==> config.mk <==
export PLATFORM = sky130hd
export DESIGN_NAME = ghp_queue
export DESIGN_NICKNAME = d
export VERILOG_FILES = /design/src/rtl/ghp_pkg.sv /design/src/rtl/ghp_queue.sv
export SDC_FILE = /design/constraint.sdc
export NUM_CORES = 1
export LEC_CHECK = 0
export BUFFER_PORTS_ARGS = -buffer_cell sky130_fd_sc_hd__buf_4
export CORE_ASPECT_RATIO = 1.75
export CORE_MARGIN = 5
export CORE_UTILIZATION = 34
export DETAILED_ROUTE_END_ITERATION = 12
export PLACE_DENSITY_LB_ADDON = 0.15
export SYNTH_ARGS = -nofsm -noshare
export SYNTH_HDL_FRONTEND = slang
export SYNTH_SLANG_ARGS = --single-unit
==> constraint.sdc <==
create_clock -name i_clk -period 2.6 [get_ports i_clk]
set_input_delay 0.78 -clock i_clk [delete_from_list [all_inputs] [get_ports i_clk]]
set_output_delay 0.78 -clock i_clk [all_outputs]
set_load 0.01 [all_outputs]
==> src/rtl/ghp_pkg.sv <==
package ghp_pkg;

    localparam int DEF_MAX_WIDTH  = 512;
    localparam int DEF_MAX_HEIGHT = 512;
    localparam int CFG_RESET_DIM  = 512;
    localparam int DIM_W          = 10;
    localparam int CFG_IDX_W      = 8;
    localparam int PIX_W          = 8;
    localparam int QUEUE_DEPTH    = 4;

    localparam logic [CFG_IDX_W-1:0] CFG_IMAGE_WIDTH  = CFG_IDX_W'(0);
    localparam logic [CFG_IDX_W-1:0] CFG_IMAGE_HEIGHT = CFG_IDX_W'(1);

    typedef struct packed {
        logic             action;
        logic [PIX_W-1:0] pixel;
    } t_in_item;

    typedef struct packed {
        logic [PIX_W-1:0] result_pixel;
        logic             last_of_frame;
    } t_out_item;

    typedef enum logic {
        OP_COLUMN,
        OP_CLEAR
    } t_op_kind;

    typedef struct packed {
        t_op_kind         kind;
        logic             first_col;
        logic             edge_emit;
        logic             col_step;
        logic             top_en;
        logic             mid_en;
        logic             wr_en;
        logic             col_emit;
        logic             last;
        logic [PIX_W-1:0] pixel;
    } t_op;

endpackage

==> src/rtl/ghp_queue.sv <==
module ghp_queue #(
    parameter int DATA_W = 8
) (
    input  logic              i_clk,
    input  logic              i_rst_n,
    input  logic              i_push,
    input  logic [DATA_W-1:0] i_data,
    output logic              o_full,
    input  logic              i_pop,
    output logic              o_valid,
    output logic [DATA_W-1:0] o_data
);
    import ghp_pkg::*;

    localparam int PTR_W = (QUEUE_DEPTH > 1) ? $clog2(QUEUE_DEPTH) : 1;
    localparam int CNT_W = $clog2(QUEUE_DEPTH + 1);

    logic [DATA_W-1:0] r_mem [QUEUE_DEPTH];
    logic [PTR_W-1:0]  r_wr_ptr, n_wr_ptr;
    logic [PTR_W-1:0]  r_rd_ptr, n_rd_ptr;
    logic [CNT_W-1:0]  r_count, n_count;
    logic              w_do_push;
    logic              w_do_pop;

    assign o_full    = (r_count == CNT_W'(QUEUE_DEPTH));
    assign o_valid   = (r_count != '0);
    assign o_data    = r_mem[r_rd_ptr];
    assign w_do_push = i_push && !o_full;
    assign w_do_pop  = i_pop && o_valid;

    always_comb begin
        n_wr_ptr = r_wr_ptr;
        n_rd_ptr = r_rd_ptr;
        n_count  = r_count;
        if (w_do_push) begin
            n_wr_ptr = (r_wr_ptr == PTR_W'(QUEUE_DEPTH - 1)) ? '0 : r_wr_ptr + PTR_W'(1);
        end
        if (w_do_pop) begin
            n_rd_ptr = (r_rd_ptr == PTR_W'(QUEUE_DEPTH - 1)) ? '0 : r_rd_ptr + PTR_W'(1);
        end
        if (w_do_push && !w_do_pop) begin
            n_count = r_count + CNT_W'(1);
        end else if (w_do_pop && !w_do_push) begin
            n_count = r_count - CNT_W'(1);
        end
    end

    always_ff @(posedge i_clk) begin
        if (w_do_push) begin
            r_mem[r_wr_ptr] <= i_data;
        end
    end

    always_ff @(posedge i_clk) begin
        if (!i_rst_n) begin
            r_wr_ptr <= '0;
            r_rd_ptr <= '0;
            r_count  <= '0;
        end else begin
            r_wr_ptr <= n_wr_ptr;
            r_rd_ptr <= n_rd_ptr;
            r_count  <= n_count;
        end
    end

endmodule

---- Yosys cells after proc, flatten, opt, wreduce, memory -nomap -nowiden ----
Memories as Yosys holds them, arrays and structs flattened. A register that Yosys moved wholly into a read port is not among the register bits.
Cells that the tools add are included.
word-level totals
  memory bits (writable) .................. 32
  input bits .............................. 12
  flip-flop bits (word level) ............. 7
  memories kept ........................... 1
memory list
  memory  words  width  rd ports  clocked after Yosys merged registers in  write ports  RTL line         source
  r_mem   4      8      1         1                                        1            ghp_queue.sv:18  logic [DATA_W-1:0] r_mem [QUEUE_DEPTH];
operators by class
  $add $sub $neg .......................... 4
  equality and inequality tests ........... 3
  mux-type cells .......................... 8
  reduce and logical (&&, ||, !) cells .... 9
operators by type and width
  cell                                              number
  2-to-1 mux 2 bit                                  4
  2-to-1 mux 3 bit                                  2
  adder 2 x 1 -> 2 bit, second input constant       2
  == test 2 bit, second input constant              2
  logical AND 1 bit                                 4
  adder 3 x 1 -> 3 bit, second input constant       1
  == test 3 bit, second input constant              1
  logical NOT 1 bit                                 3
  nonzero test 3 bit                                1
  subtractor 3 x 1 -> 3 bit, second input constant  1
  2-to-1 mux 1 bit                                  2
  nonzero test 2 bit                                1

---- Logic depth before layout (Yosys ltp) ----
  word-level depth ........................ 7
  depth in mapped cells ................... 9
  mapped depth without buffers ............ 8

---- Worst setup path before layout ----
Ideal clock, no wire load.
  path type ............................... input -> register
  from .................................... in i_push
  to ...................................... reg r_count[2]
  path slack .............................. 0.193 ns
  stages .................................. 8
  buffers on the path ..................... 1
  data arrival time ....................... 2.331 ns
  required time ........................... 2.524 ns
  setup time .............................. 0.076 ns
  cells stage by stage .................... nor2b_1 -> buf_2 -> ha_1 -> inv_1 -> fa_1 -> xor2_1 -> or3_2 -> a21boi_0
between the ends
  cells in the longest elaborated chain, start to end .. 4
  elaborated cells on any way between the ends .. 6
  those cells by class .................... mux: 1; reduce/logical: 5
ends and longest elaborated chain
  item                                 RTL line         source
  start: declaration                   ghp_queue.sv:6   input logic i_push,
  logical AND 1 bit *                  ghp_queue.sv:28  assign w_do_push = i_push && !o_full;
  net w_do_push                        ghp_queue.sv:22  logic w_do_push;
  logical NOT 1 bit                    ghp_queue.sv:43  end else if (w_do_pop && !w_do_push) begin
  logical AND 1 bit                    ghp_queue.sv:43
  nonzero test 2 bit (no source line)  --
  end signal: assignment               ghp_queue.sv:62  r_count <= n_count;
  end: declaration                     ghp_queue.sv:21  logic [CNT_W-1:0] r_count, n_count;
The timed path passes the listed nets; every way through them passes the cells marked *.
A chain may end at the register's enable or synchronous reset.

==> results.md <==
Status:
- The flow ran to the end, and the final reports show no timing, DRC or antenna violations.

Synthesis:
- In this run the cell area of the synthesized design comes to 1633 um^2.
- In the synthesized netlist the async set-or-reset flop fraction comes to 0%.
- The library cell occupying the most area in the post-synthesis netlist is edfxtp_1.
- The most used flip-flop cell after synthesis is edfxtp_1.
- In this run the biggest area consumer among cell types represents 58.85% of the synthesized area.
- By area the synthesized netlist is led by edfxtp_1 59%, dfxtp_1 11%, mux4_2 11%.
- The commonest cells after synthesis are 32 x edfxtp_1, 9 x dfxtp_1, 8 x mux4_2, 6 x ha_1, 6 x nand2_1.
- Synthesis instantiated 23 different standard cells from the library.
- Synthesis produced a netlist whose cell count is 93.
- The number of enable-type register cells in the synthesized netlist is 32.
- Among all cell types in the netlist, the one instantiated most often is edfxtp_1.
- The number of storage elements in the synthesis netlist is 41.
- The average size of a mapped cell is 17.56 um^2.
- The register area share after synthesis is 69.89%.
- The synthesis warning total is 0.
- The net count after synthesis is 112.

Route:
- The via density per instance is 4.769.
- The number of iterations in the first detailed-routing pass is 4.
- For this block, the initial DRC count from the detailed router was 15.
- The detail route stage leaves a number of antenna-violating nets equal to 0.
- After detailed routing, the average wire length per cell comes to 14.70 um.
- The routed design has 2.543 mm of wire.
- The post-route DRC violation count is 0.
- The detailed-route via count is 825.

Global route:
- The initial antenna violation count was 0.
- The global-route usage over all layers is 8.934%.
- The number of global-route vias before repair came to 877.
- The first global-routing pass estimated 4.153 mm of wire.
- After global routing the overflow that remains totals 0.
- The maximum number of pins on one net before global-route repair is 13.

Power and ir drop:
- The net switching fraction of the power is 25.41%.
- The internal portion of total power is 1.401 mW.
- The total net switching power is 477.2 uW.
- Power spread over the standard cell area amounts to 950.1 nW/um^2.
- Of the total power, the clock network draws 27.1%.
- The worst supply voltage drop on vdd is 0.0005955 V.
- Of the total power, combinational logic draws 26.8%.
- The portion of total power attributed to sequential cells is 46.1%.
- For this design the static power due to leakage is 0.7253 nW.
- The overall power consumption is 1.878 mW.

Critical path:
- The source of the worst register-to-register timing path is r_count[1].
- The startpoint type of the worst setup path is a flop.
- The most prevalent standard cell on the critical path is buf_4.
- The worst setup path is captured at an output port.
- The worst path buffer plus inverter count is 2.
- The worst setup path is of the reg2out kind.
- In this run the critical register-to-register path is captured at r_count[2].
- The reg-to-reg setup timing slack is 0.43 ns.
- The critical path goes through buf_4 > mux4_2 > buf_4.
- The slowest cell on the critical path is mux4_2.
- STA puts the critical path data required time at 1.82 ns.
- The arrival time at the worst endpoint is 1.48 ns.
- For the worst flop-to-flop path, the logic depth is 7.
- The maximum fanout along the worst path is 8.
- The kind of cell adding the most delay to the critical path is multiplexers.
- The largest incremental delay on the critical path is 0.52 ns.

Die:
- During I/O placement, the number of pins put on the boundary was 22.
- The floorplan step defined a die boundary enclosing 6343 um^2.
- The initial core utilization is 35.00%.
- From left edge to right edge, the die measures 62.39 um.
- The region available for standard cell placement spans 4666 um^2.
- Measured along the y axis, the die boundary spans 101.7 um.
- The row count is 33.

Clocking:
- The clock passes through at most 2 buffers.
- Post-CTS timing repair inserted 0 buffers for setup.
- The number of clock buffers added by TritonCTS is 5.
- The CTS tree is built.
- The count of H-tree levels built during CTS is 2.
- The number of hold-repair buffers added at the cts stage is 0.
- For this design, the sink count on the clock tree is 41.
- After clock tree synthesis, the repair step resized 0 gates.
- The master cell of the clock root buffer is clkbuf_8.
- The latest clock arrival within the worst-skew pair is 0.28 ns.
- The clock input transition at the sequential cells of the worst setup and hold paths is 0.07 ns.

STA:
- The final max-slew violation count was 0.
- The largest clock skew in the final design is 0.003521 ns.
- The final critical-path share of the clock period is 86.98%.
- Setup repair after global routing left no endpoint under its margin.
- For the pin with the worst max-slew slack, the measured transition is 0.4398 ns.
- The clock period could shrink to 2.261 ns.
- Setup violations remaining at the end of the flow were counted as 0.
- The headroom to the max-slew limit is 70.68%.
- The final hold violation count is 0.
- Setup total negative slack on the finished layout was measured at 0 ns.
- The maximum clock frequency is 442.2 MHz.

Min path:
- The hold-critical path depth is 2.
- The worst min-delay path endpoint is r_wr_ptr[1].
- The startpoint identified for the worst hold timing path is r_wr_ptr[1].
- The path category of the worst min-delay check is reg2reg.

Finish:
- The fraction of layout instances using a drive strength above 1 is 33.88%.
- The count of antenna diodes in the layout is 0.
- The net count of the finished layout is 139.
- The post-synthesis to final-layout area growth is 21.07%.
- The count of cells in the finished layout, fillers not included, comes to 173.

Place:
- The sum of net half-perimeters after detailed placement is 1.886 mm.
- The number of port buffers is 21.
- The weighted congestion reported at the end of routability-driven placement is 0.6460.
- Including well taps, the total number of placed cells is 165.

Run:
- Across the run, the number of max-cap violations was 0.
[kinds of logic after synthesis]
family                     count (synthesis)  share of synthesized area (%)
and+or+nand+nor                           20                          6.744
buffers and inverters                      7                          1.762
AOI/OAI and AO/OA                          5                          1.839
muxes                                     11                          12.87
xor gates and xnor gates                   2                          1.073
DFF                                       41                          69.88
adders and majority gates                  7                          5.824
[metal layers]
| layer | up-vias | track usage [%] | part of all wire, % |
|---|---|---|---|
| met5 | - | 0 | 0 |
| met4 | 0 | 5.392 | 2.9 |
| met3 | 5 | 3.441 | 5.3 |
| met2 | 20 | 15.50 | 54 |
| met1 | 398 | 8.967 | 38 |
| li1 | 402 | - | - |
[cell type report]
class,instances,area (um^2)
Fill cell,413,2689
Timing Repair Buffer,24,180.2
Sequential cell,41,1141
Multi-Input combinational cell,45,462.9
Clock buffer,7,86.33
Inverter,3,11.26
Clock inverter,1,30.03
Tap cell,52,65.06
[worst min-delay path, stage by stage, from the launching register on]
cell and delay, ns:
dfxtp_1 0.34, nand2_1 0.07, mux2i_1 0.06
[per-stage QoR]
step	setup WS, ns	instance area [um^2]	util, %	hold WS [ns]
global placement	0.1912	1861	39.88	0.4824
floorplan	0.1934	1633	-	0.4677
global route	0.2508	1977	42.37	0.5316
detailed placement	0.1134	1861	39.88	0.5072
finish	0.3386	1977	42.37	0.5141
CTS	0.3008	1977	42.37	0.5175
[registers in the layout, summed over array words and instances, names as in the netlist, named ones only]
name,cells
r_count,3
r_rd_ptr,2
r_mem,32
r_wr_ptr,2
[worst max path at each step]
stage                     slack (ns)   start  cells after the start          to
after floorplan                 0.19  i_push                      8  r_count[2]
after global placement          0.19  i_push                      8  r_count[2]
after detailed placement        0.11   i_pop                      8  r_count[2]
after CTS                       0.30    flop                      3   o_data[2]
after global routing            0.25    flop                      3   o_data[7]
final                           0.34    flop                      3   o_data[1]
[placed cells by master, fill, tap and decap left out, drive strengths merged]
| cell type | count |
|---|---|
| dfxtp | 9 |
| mux2i | 3 |
| bufinv | 1 |
| ha | 6 |
| xnor2 | 1 |
| o21ai | 3 |
| edfxtp | 32 |
| clkbuf | 7 |
| nand2 | 6 |
| nor3b | 1 |
| fa | 1 |
| xor2 | 1 |
| inv | 3 |
| or3 | 2 |
| nand3 | 2 |
| mux4 | 8 |
| nor2b | 2 |
| nor2 | 2 |
| o31ai | 1 |
| and2 | 5 |
| buf | 24 |
| a21boi | 1 |
[power groups by stage]
stage	logic, mW	registers, mW	clock network [mW]
global route	0.566	0.877	0.561
finish	0.503	0.866	0.509
detailed placement	0.521	0.883	0
CTS	0.521	0.869	0.529
global placement	0.506	0.876	0
floorplan	0.337	0.858	0
Note: power is estimated with default switching activity, not from simulation.
