`src/rtl/ghp_pkg.sv`:
```
package ghp_pkg;

    localparam int DEF_MAX_WIDTH  = 512;
    localparam int DEF_MAX_HEIGHT = 512;
    localparam int CFG_RESET_DIM  = 512;
    localparam int DIM_W          = 10;
    localparam int CFG_IDX_W      = 8;
    localparam int PIX_W          = 8;
    localparam int QUEUE_DEPTH    = 4;

    localparam logic [CFG_IDX_W-1:0] CFG_IMAGE_WIDTH  = CFG_IDX_W'(0);
    localparam logic [CFG_IDX_W-1:0] CFG_IMAGE_HEIGHT = CFG_IDX_W'(1);

    typedef struct packed {
        logic             action;
        logic [PIX_W-1:0] pixel;
    } t_in_item;

    typedef struct packed {
        logic [PIX_W-1:0] result_pixel;
        logic             last_of_frame;
    } t_out_item;

    typedef enum logic {
        OP_COLUMN,
        OP_CLEAR
    } t_op_kind;

    typedef struct packed {
        t_op_kind         kind;
        logic             first_col;
        logic             edge_emit;
        logic             col_step;
        logic             top_en;
        logic             mid_en;
        logic             wr_en;
        logic             col_emit;
        logic             last;
        logic [PIX_W-1:0] pixel;
    } t_op;

endpackage

```
`src/rtl/ghp_front.sv`:
```
module ghp_front #(
    parameter int MAX_WIDTH  = ghp_pkg::DEF_MAX_WIDTH,
    parameter int MAX_HEIGHT = ghp_pkg::DEF_MAX_HEIGHT,
    parameter int COL_BITS   = $clog2(MAX_WIDTH)
) (
    input  logic                         i_clk,
    input  logic                         i_rst_n,
    input  logic                         i_cfg_we,
    input  logic [ghp_pkg::CFG_IDX_W-1:0] i_cfg_index,
    input  logic [ghp_pkg::DIM_W-1:0]    i_cfg_data,
    input  logic                         i_accept,
    input  ghp_pkg::t_in_item            i_item,
    output logic                         o_push,
    output ghp_pkg::t_op                 o_op,
    output logic [COL_BITS-1:0]          o_addr
);
    import ghp_pkg::*;

    localparam int W_BITS   = $clog2(MAX_WIDTH + 1);
    localparam int H_BITS   = $clog2(MAX_HEIGHT + 1);
    localparam int ROW_BITS = $clog2(MAX_HEIGHT + 3);
    localparam logic [W_BITS-1:0] RST_W =
        W_BITS'((MAX_WIDTH < CFG_RESET_DIM) ? MAX_WIDTH : CFG_RESET_DIM);
    localparam logic [H_BITS-1:0] RST_H =
        H_BITS'((MAX_HEIGHT < CFG_RESET_DIM) ? MAX_HEIGHT : CFG_RESET_DIM);

    logic [W_BITS-1:0]   r_w, n_w;
    logic [H_BITS-1:0]   r_h, n_h;
    logic [COL_BITS-1:0] r_col, n_col;
    logic [ROW_BITS-1:0] r_row, n_row;

    logic [W_BITS-1:0]   w_cfg_w;
    logic [H_BITS-1:0]   w_cfg_h;
    logic [W_BITS-1:0]   w_col_ext;
    logic [W_BITS-1:0]   w_col_inc;
    logic [ROW_BITS-1:0] w_h_ext;
    logic [ROW_BITS-1:0] w_h_p1;
    logic                w_row_ge_h;
    logic                w_ignore;
    logic                w_abort;
    logic                w_first;
    logic                w_edge;
    logic                w_col_step;
    logic                w_last;

    assign w_cfg_w = (i_cfg_data == '0) ? W_BITS'(1) :
                     ({22'd0, i_cfg_data} > 32'(MAX_WIDTH)) ? W_BITS'(MAX_WIDTH) :
                     W_BITS'(i_cfg_data);
    assign w_cfg_h = (i_cfg_data == '0) ? H_BITS'(1) :
                     ({22'd0, i_cfg_data} > 32'(MAX_HEIGHT)) ? H_BITS'(MAX_HEIGHT) :
                     H_BITS'(i_cfg_data);

    assign w_col_ext  = W_BITS'(r_col);
    assign w_col_inc  = w_col_ext + W_BITS'(1);
    assign w_h_ext    = ROW_BITS'(r_h);
    assign w_h_p1     = w_h_ext + ROW_BITS'(1);
    assign w_row_ge_h = (r_row >= w_h_ext);
    assign w_ignore   = (i_item.action || w_row_ge_h) && !w_row_ge_h;
    assign w_abort    = (w_col_ext >= r_w) || (r_row > w_h_p1);
    assign w_first    = (r_col == '0);
    assign w_edge     = w_first && (r_row >= ROW_BITS'(2));
    assign w_col_step = (r_row <= w_h_ext);
    assign w_last     = w_edge && (r_row == w_h_p1);

    always_comb begin
        o_op.kind      = w_abort ? OP_CLEAR : OP_COLUMN;
        o_op.first_col = w_first;
        o_op.edge_emit = w_edge;
        o_op.col_step  = w_col_step;
        o_op.top_en    = (r_row >= ROW_BITS'(2));
        o_op.mid_en    = (r_row >= ROW_BITS'(1));
        o_op.wr_en     = (r_row < w_h_ext);
        o_op.col_emit  = !w_first && (r_row >= ROW_BITS'(1)) && w_col_step;
        o_op.last      = w_last;
        o_op.pixel     = i_item.pixel;
        o_addr         = r_col;
        o_push         = i_accept && !w_ignore && (w_abort || w_first || w_col_step);
    end

    always_comb begin
        n_w   = r_w;
        n_h   = r_h;
        n_col = r_col;
        n_row = r_row;
        if (i_cfg_we) begin
            unique case (i_cfg_index)
                CFG_IMAGE_WIDTH:  n_w = w_cfg_w;
                CFG_IMAGE_HEIGHT: n_h = w_cfg_h;
                default: ;
            endcase
            n_col = '0;
            n_row = '0;
        end else if (i_accept && !w_ignore) begin
            if (w_abort || w_last) begin
                n_col = '0;
                n_row = '0;
            end else if (w_col_inc >= r_w) begin
                n_col = '0;
                n_row = r_row + ROW_BITS'(1);
            end else begin
                n_col = COL_BITS'(w_col_inc);
            end
        end
    end

    always_ff @(posedge i_clk) begin
        if (!i_rst_n) begin
            r_w   <= RST_W;
            r_h   <= RST_H;
            r_col <= '0;
            r_row <= '0;
        end else begin
            r_w   <= n_w;
            r_h   <= n_h;
            r_col <= n_col;
            r_row <= n_row;
        end
    end

endmodule

```
`config.mk`:
```
export PLATFORM = sky130hd
export DESIGN_NAME = ghp_front
export DESIGN_NICKNAME = d
export VERILOG_FILES = /design/src/rtl/ghp_pkg.sv /design/src/rtl/ghp_front.sv
export SDC_FILE = /design/constraint.sdc
export NUM_CORES = 1
export LEC_CHECK = 0
export BUFFER_PORTS_ARGS = -buffer_cell sky130_fd_sc_hd__buf_2
export CAP_MARGIN = 20
export CORE_MARGIN = 4
export CORE_UTILIZATION = 51
export CTS_CLUSTER_SIZE = 20
export DETAILED_ROUTE_END_ITERATION = 10
export GPL_TIMING_DRIVEN = 0
export PLACE_DENSITY = 0.77
export RECOVER_POWER = 100
export SLEW_MARGIN = 20
export SYNTH_ARGS = -nofsm -noshare
export SYNTH_HDL_FRONTEND = slang
export SYNTH_SLANG_ARGS = --single-unit
```
`constraint.sdc`:
```
create_clock -name i_clk -period 3.35 [get_ports i_clk]
set_input_delay 0.67 -clock i_clk [delete_from_list [all_inputs] [get_ports i_clk]]
set_output_delay 0.67 -clock i_clk [all_outputs]
set_load 0.02 [all_outputs]
```
# Word-level counts from Yosys, hierarchy flattened
# Index checks and enable logic that the tools add are counted.
[totals] ff_bits=39 input_bits=31 out_inout_bits=27 word_cells=49
[classes] n_addsub=3 magnitude_cmp=9 n_eq_ne=2 muxes=7 n_bitwise=1 reduce_logical=23
[ops] op="10-bit 2-to-1 mux" n=4
[ops] op="10-bit by 1-bit adder with 10-bit output (second input constant)" n=2
[ops] op="10-bit greater-or-equal comparator" n=2
[ops] op="9-bit 2-to-1 mux" n=2
[ops] op="9-bit by 1-bit adder with 10-bit output (second input constant)" n=1
[ops] op="10-bit == test" n=1
[ops] op="10-bit by 1-bit greater-or-equal comparator with 1-bit output (second input constant)" n=1
[ops] op="10-bit by 2-bit greater-or-equal comparator with 1-bit output (second input constant)" n=1
[ops] op="9-bit by 10-bit greater-or-equal comparator with 1-bit output" n=1
[ops] op="10-bit > comparator" n=1
[ops] op="10-bit > comparator (second input constant)" n=1
[ops] op="10-bit less-or-equal comparator" n=1
[ops] op="10-bit zero test" n=1
[ops] op="10-bit less-than comparator" n=1
[ops] op="9-bit zero test" n=1
[ops] op="8-bit by 1-bit == test with 1-bit output (second input constant)" n=1
[ops] op="8-bit zero test" n=1
[ops] op="1-bit logical AND" n=7
[ops] op="2-bit AND reduction" n=3
[ops] op="1-bit logical OR" n=5
[ops] op="1-bit zero test" n=3
[ops] op="2-bit nonzero test" n=1
[ops] op="2-bit OR reduction" n=1
[ops] op="1-bit 2-to-1 mux" n=1
[ops] op="1-bit inverter" n=1

# Logic depth before layout (Yosys ltp)
# Gate-level depths: netlist (run 1).
[logic_depth] depth_word=6 ltp_mapped=14 mapped_depth_nobuf=14

# Least setup slack after synthesis (run 1)
# Ideal clock, no wire load.
[synth_path] path_type="register to output" from="register r_h[2]" to="output o_push" arrival_ps=2904 required_ps=2680 slack_ps=-224 path_stages_with_launch=13 n_path_buf=0 cell_sequence="dfxtp_1 inv_1 nor3_1 and3_1 and3_1 nand3_1 xnor2_1 ha_1 a21oi_1 o211ai_1 o31a_2 a211o_1 o31a_1"
[synth_between] elab_chain_cells=6 word_cells_on_any_way=13 cone_classes="add/sub (1); order compare (3); reduce/logical (9)"
[synth_rtl] item="from (decl)" line_no="ghp_front.sv:28" text="logic [H_BITS-1:0] r_h, n_h;"
[synth_rtl] item="from (signal assigned)" line_no="ghp_front.sv:114" text="r_h <= n_h;"
[synth_rtl] item="10-bit by 1-bit adder with 10-bit output" line_no="ghp_front.sv:56" text="assign w_h_p1 = w_h_ext + ROW_BITS'(1);"
[synth_rtl] item="10-bit > comparator" line_no="ghp_front.sv:59" text="assign w_abort = (w_col_ext >= r_w) || (r_row > w_h_p1);"
[synth_rtl] item="1-bit logical OR" line_no="ghp_front.sv:59"
[synth_rtl] item="via w_abort" line_no="ghp_front.sv:40" text="logic w_abort;"
[synth_rtl] item="1-bit logical OR (2 in a row)" line_no="ghp_front.sv:77" text="o_push = i_accept && !w_ignore && (w_abort || w_first || w_col_step);"
[synth_rtl] item="1-bit logical AND" line_no="ghp_front.sv:77"
[synth_rtl] item="to (decl)" line_no="ghp_front.sv:13" text="output logic o_push,"
# The timed path passes the listed nets, and every way through them passes these cells.

# Final worst setup path (run 1)
[layout_path] from="register r_h[3]" to="output o_push"
# Same word-level chain as after synthesis.

==> metrics.md, run 1 <==
| Metric | Value |
|---|---|
| Worst Path Arrival | `approximately 3000 ps` |
| Total Routed Length | `7310 um` |
| Setup slack after layout | `-399 ps` |
| Core ar. | `approximately 0.0060 mm2` |
| Hold EP | `r_h[9]` |
| TritonCTS clock tree | `built` |
| Cts bufs inserted | `5` |
| Most common cell in the synthesized netlist | `ha_1` |
| Critical-path cell list | `inv_4 -> nor3_4 -> and3_4 -> and3_4 -> nand3_4 -> xnor2_4 -> ha_4 -> nand4_1 -> nor3_2 -> a21oi_1 -> o31a_2 -> a211o_1 -> o31a_1 -> buf_6` |
| Clk Latency, worst-skew pair | `about 290 ps` |
| Fin crit share | `1.12` |
| CTS H-Tree Depth | `2` |
| Max-slew violations | `0` |
| RD Place Congestion | `about 0.88` |
| Share of layout cells above drive strength 1 | `0.207` |
| Vias after detailed routing | `2812` |
| Hold Startpoint | `r_h[9]` |
| Post-synth ARST share | `0` |
| Rows | `28` |
| Initial Util | `0.530` |
| Worst Setup Start Kind | `register` |
| Largest net degree at the start of global routing | `12` |
| RSZ-0062 raised after global routing | `yes` |
| Final ANT Viol Nets | `0` |
| GRT Overall Usage | `0.198` |
| Ports | `58` |
| Pre-Repair DR Iteration Count | `4` |
| Setup_tns | `-671 ps` |
| WL/cell | `14.4 um` |
| Kind of critical path | `register to output pin` |
| Die Ht | `86.6 um` |
| Placed cell area | `roughly 0.0035 mm2` |
| CP Capture Type | `output pin` |
| Top cell type by total area after synthesis | `dfxtp_1` |
| Most frequent cell on the critical path | `and3_4` |
| Initial DRC count | `roughly 180` |
| CTS clk-pin slew, worst paths | `~70 ps` |
| Synthesis-to-finish area growth | `19.3%` |
| Top cells by area, synth | `dfxtp_1 25%, ha_1 18%, mux2i_1 6.0%, nor2b_1 6.0%, inv_1 3.8%` |
| Clock Path Buffers | `2` |
| Fmax | `267 MHz` |
| # nets final | `510` |
| Root buffer cell | `clkbuf_8` |
| Failing checks | `setup timing` |
| Netlist cell types | `50` |
| FILL cells | `535` |
| Initial antenna violation count | `0` |
| Synth Register Bits | `39` |
| Skew final | `slightly above 9 ps` |
| Via/cell ratio | `~5.5` |
| Fin. Hold Viols | `0` |
| Crit path max fanout | `3` |
| Reg-to-Reg Start | `r_h[3]` |
| Reg2Reg Capture Point | `r_row[1]` |
| Slew HR | `0.557` |
| FF-to-FF path depth | `16` |
| Vias in the first global route | `about 2600` |
| EDFF count, synth | `0` |
| Die ar. | `approximately 0.0075 mm2` |
| Outcome | `complete, but fails checks` |
| Top_reg_cell synth | `dfxtp_1` |
| Synth Cell Area | `between 0.003 and 0.004 mm2` |
| Critical Path RT | `between 2000 and 3000 ps` |
| Setup crit start | `r_h[3]` |
| Worst-Margin Slew | `around 660 ps` |
| Maxcap violations | `0` |
| CP max stage cell | `dfxtp_2` |
| Worst path max stage delay | `between 300 and 400 ps` |
| Worst vdd ir | `156 uV` |
| Number of remaining DRC errors | `0` |
| Sink Count | `39` |
| Lkg Pwr | `about 0.0016 uW` |
| WHS Path Cells | `2` |
| Post-synth net total | `roughly 440` |
| PwrDens | `about 240 mW/mm2` |
| R2R Setup Slk | `around 100 ps` |
| Worst min-delay path class | `register to register` |
| Fin crit period | `approximately 3700 ps` |
| Syn_area_per_cell | `~8.6 um2` |
| PortBufs | `49` |
| Cells after Synth | `between 300 and 400` |
| Post-route design area | `between 0.003 and 0.004 mm2` |
| # setup viols final | `2` |
| Total gr overflow | `0` |
| Chip Width | `86.6 um` |
| Ys Warns | `0` |
| First-pass GRT wire length | `between 10000 and 15000 um` |
| Sequential share of the synthesized area | `0.248` |
| Total Power | `around 900 uW` |
| Yosys top cell area share | `0.248` |
| Detailed Place HPWL | `~5700 um` |
| Antenna Cells | `0` |
| Top post-synthesis cells by count | `46 x ha_1, 39 x dfxtp_1, 32 x inv_1` |
[placed cells by master (no fill, tap or decap), types with 3 or more instances in the layout]
| master | netlist | final |
|---|---|---|
| o2111ai_1 | 5 | 5 |
| dfxtp_1 | 39 | 36 |
| and3_1 | 8 | 6 |
| mux2i_1 | 19 | 19 |
| buf_4 | 14 | 22 |
| nor4_1 | 6 | 6 |
| clkbuf_1 | 4 | 25 |
| and3_4 | 1 | 3 |
| buf_6 | 0 | 4 |
| o31ai_1 | 5 | 5 |
| buf_2 | 2 | 28 |
| nand2_1 | 23 | 23 |
| ha_1 | 46 | 45 |
| nand2b_1 | 3 | 3 |
| nor2b_1 | 30 | 30 |
| nor2_1 | 19 | 19 |
| xor2_1 | 13 | 13 |
| xnor2_1 | 9 | 8 |
| nand4_1 | 6 | 6 |
| a21oi_1 | 22 | 20 |
| o21ai_0 | 7 | 7 |
| nand3_1 | 14 | 13 |
| clkbuf_8 | 0 | 7 |
| inv_1 | 32 | 29 |
[layer usage]
layer / up-vias / track usage / wire length (um)
met5: - / 0 / 0
met4: 0 / 0.0666 / 85
met3: 9 / 0.0342 / 511
met2: 85 / 0.328 / 3390
met1: 1300 / 0.261 / 3320
li1: 1418 / - / -
[where the power goes]
part           internal [uW]  leakage (uW)  switching, uW  total (uW)
registers                463      0.000316          0.972         464
clock network            188     0.0000515            167         355
logic                   35.1       0.00128           41.8        76.8
total                    686       0.00164            209         896
[worst max path at each step]
stage	end	slack [ps]	depth (start not counted)
final	o_push	-400	14
after global routing	o_push	-530	14
after CTS	o_push	-490	13
after detailed placement	o_push	-390	14
after global placement	o_push	-320	14
after floorplan	o_push	10	12
[stage by stage]
stage	worst slack (ps)	hold slack, ps	util	instances
5_1_grt	-532	550	0.632	509
2_1_floorplan	11.3	446	-	367
3_3_place_gp	-325	463	0.588	491
3_5_place_dp	-394	468	0.588	491
6_report	-399	481	0.632	509
4_1_cts	-488	487	0.620	505
[cell families (layout without fill, tap and decap cells)]
kind of cell,count (synthesis),count (layout),synth area share
simple gates,129,129,0.233
compound gates,60,60,0.136
mux,19,19,0.0603
fa+ha+maj,46,46,0.182
buf+inv,52,119,0.0793
xor+xnor,22,22,0.0611
flops,39,39,0.248
[cell type report]
class	instances	area, um2	area share
well taps	75	93.8	0.0249
plain buffers	18	114	0.0303
clock buffers	8	100	0.0266
repair buffers	61	334	0.0888
flip-flops and latches	39	787	0.209
inverters	32	123	0.0326
multi-input cells	276	2210	0.588
[flip-flops by register name, indices dropped and copies added, names as in the netlist]
register,count
r_h,10
r_row,10
r_w,10
o_addr,9
[critical path: cells and delay by family (launching register included)]
kind            cells  cell delay (ps)
compound gates      4              750
flops               1              350
simple gates        6             1070
buf+inv             2              180
xor+xnor            1              140
fa+ha+maj           1              290
[timing repair]
item,4_1_cts,5_1_grt
endpoints found under the setup margin,4,4
resized for setup,12,14
pin swaps,10,10
buffers inserted,6,7
hold buffers,0,0
No activity file was read; power rests on OpenSTA's default activity.
==> inputs of run 2 (changes only) <==
--- a/config.mk
+++ b/config.mk
@@ -14,7 +14,8 @@
 export GPL_TIMING_DRIVEN = 0
 export PLACE_DENSITY = 0.77
 export RECOVER_POWER = 100
-export SLEW_MARGIN = 20
+export SETUP_SLACK_MARGIN = 0.05
+export SLEW_MARGIN = 10
 export SYNTH_ARGS = -nofsm -noshare
 export SYNTH_HDL_FRONTEND = slang
 export SYNTH_SLANG_ARGS = --single-unit
==> run 2 against run 1 <==
Effect of this change:
- the flow still finishes with violations (setup timing)
- sequential cell count unchanged
- die area did not move
- utilization is 0.86 points lower
- power is 4.7% higher
- critical endpoint unchanged
- largest power group unchanged
==> metrics.md, run 2 (same netlist as run 1, synthesis figures left out) <==
| Metric | Value |
|---|---|
| Outcome | `complete, but fails checks` |
| Failing checks | `setup timing` |
| Sink Count | `39` |
| First-pass GRT wire length | `12500 um` |
| Slew HR | `0.557` |
| WHS | `495 ps` |
| CTS H-Tree Depth | `2` |
| Hold Buf Count CTS | `0` |
| Synthesis-to-finish area growth | `17.7%` |
| Clk Latency, worst-skew pair | `~300 ps` |
| Vias after detailed routing | `around 2800` |
| Comb power frac | `0.080` |
| Pre-Repair DR Iteration Count | `4` |
| Total Routed Length | `about 7500 um` |
| Crit path max fanout | `3` |
| Via/cell ratio | `~5.5` |
| Max-slew violations | `0` |
| Registers with the most flip-flops | `r_h x10, r_row x10, r_w x10` |
| P_int | `just over 700 uW` |
| Net Sw Power | `about 220 uW` |
| Root buffer cell | `clkbuf_8` |
| Worst vdd ir | `between 150 and 200 uV` |
| Total gr overflow | `0` |
| Cts bufs inserted | `5` |
| Pre-CTS WS | `-301 ps` |
| Final ANT Viol Nets | `0` |
| Share of layout cells above drive strength 1 | `0.208` |
| Maxcap violations | `0` |
| Die Ht | `a little under 90 um` |
| TritonCTS clock tree | `built` |
| Clock Path Buffers | `2` |
| Fin. Hold Viols | `0` |
| Initial antenna violation count | `0` |
| Placed Cells incl. Taps | `between 400 and 500` |
| Fin crit period | `3820 ps` |
| Worst min-delay path class | `register to register` |
| PortBufs | `between 40 and 50` |
| Number of remaining DRC errors | `0` |
| Skew final | `~8.4 ps` |
| RSZ-0062 raised after global routing | `yes` |
| Critical Path RT | `~2700 ps` |
| GRT Overall Usage | `0.206` |
| Setup_tns | `-1060 ps` |
| PwrDens | `~250 mW/mm2` |
| Commonest cells after routing, fill and taps aside | `46 x ha_1, 33 x dfxtp_1, 30 x nor2b_1` |
| CTS clk-pin slew, worst paths | `80 ps` |
| Ports | `between 50 and 60` |
| CP Capture Type | `output pin` |
| WL/cell | `around 15 um` |
| Seq pwr share | `0.496` |
| RD Place Congestion | `0.889` |
| Sw Share | `0.233` |
| Largest net degree at the start of global routing | `14` |
| R2R Setup Slk | `roughly 100 ps` |
| Core ar. | `about 0.0060 mm2` |
| Vias in the first global route | `roughly 2700` |
| Antenna Cells | `0` |
| WHS Path Cells | `2` |
| Kind of critical path | `register to output pin` |
| # nets final | `roughly 500` |
| Fin crit share | `1.14` |
| Worst Setup Start Kind | `register` |
| Final std cells w/o fill | `approximately 510` |
| Worst-Margin Slew | `about 660 ps` |
| Clock share of power | `0.425` |
| Worst Path Arrival | `approximately 3200 ps` |
| Initial DRC count | `about 110` |
| FF-to-FF path depth | `15` |
| Initial Util | `0.530` |
| Rows | `28` |
| # setup viols final | `3` |
| Lkg Pwr | `roughly 0.0016 uW` |
| Die ar. | `around 0.0075 mm2` |
| Commonest non-fill, non-tap cell in the layout | `ha_1` |
| Total Power | `938 uW` |
| Chip Width | `between 80 and 90 um` |
| Setup slack after layout | `-470 ps` |
| Detailed Place HPWL | `between 5000 and 6000 um` |
| Fmax | `between 200 and 300 MHz` |
-- run 2: changes by cell type in the layout (fill, tap and decap cells not counted), sizes merged --
cell,previous run,this run
clkbuf,33,30
buf,54,52
clkinv,0,2
bufinv,0,1
-- run 2: cell type report --
class	instances	area, um2
inverter	32	123
sequential	39	788
fill	528	2240
clock inverter	3	43.8
multi-input combinational	276	2170
timing repair buffer	58	304
buffer	19	125
clock buffer	5	68.8
tap	75	93.8
-- run 2: path summary, 6_finish.rpt --
check / startpoint / to
max: r_h[4] / o_push
min: r_h[9] / r_h[9]
max reg2reg: r_h[4] / r_row[0]
min reg2reg: r_h[9] / r_h[9]
-- run 2: power groups by stage --
| stage | logic [uW] | registers [uW] | clock network, uW |
|---|---|---|---|
| after global placement | 76.3 | 476 | 0 |
| after detailed placement | 77.6 | 476 | 0 |
| after global routing | 81.8 | 465 | 428 |
| after floorplan | 47.6 | 476 | 0 |
| after CTS | 78.0 | 465 | 407 |
| final | 74.7 | 465 | 398 |
-- run 2: per-stage QoR --
step                cell area [um2]  utilization
global placement               3510        0.589
floorplan                      3170            -
finish                         3710        0.623
CTS                            3710        0.622
global route                   3710        0.623
detailed placement             3510        0.589
-- run 2: timing repair --
item                       CTS  global route
buffers inserted             4             5
setup endpoints to repair    4             5
pin swaps                    6            12
gates resized for setup     12            10
-- run 2: metal layers --
layer	GRT usage	vias to the layer above	routed length (um)
li1	-	1415	-
met3	0.0361	17	454
met2	0.344	86	3410
met1	0.270	1277	3420
met5	0	-	0
met4	0.0623	0	168
-- run 2: critical path, stage by stage (launching register included) --
cell and delay (ps):
dfxtp_2 350, inv_4 50, nor3_4 230, and3_4 210, and3_4 210, nand3_4 80, xnor2_2 140, ha_1 350
a21oi_2 160, o211ai_1 100, o31a_2 310, a211o_1 260, o31a_1 240, buf_2 160
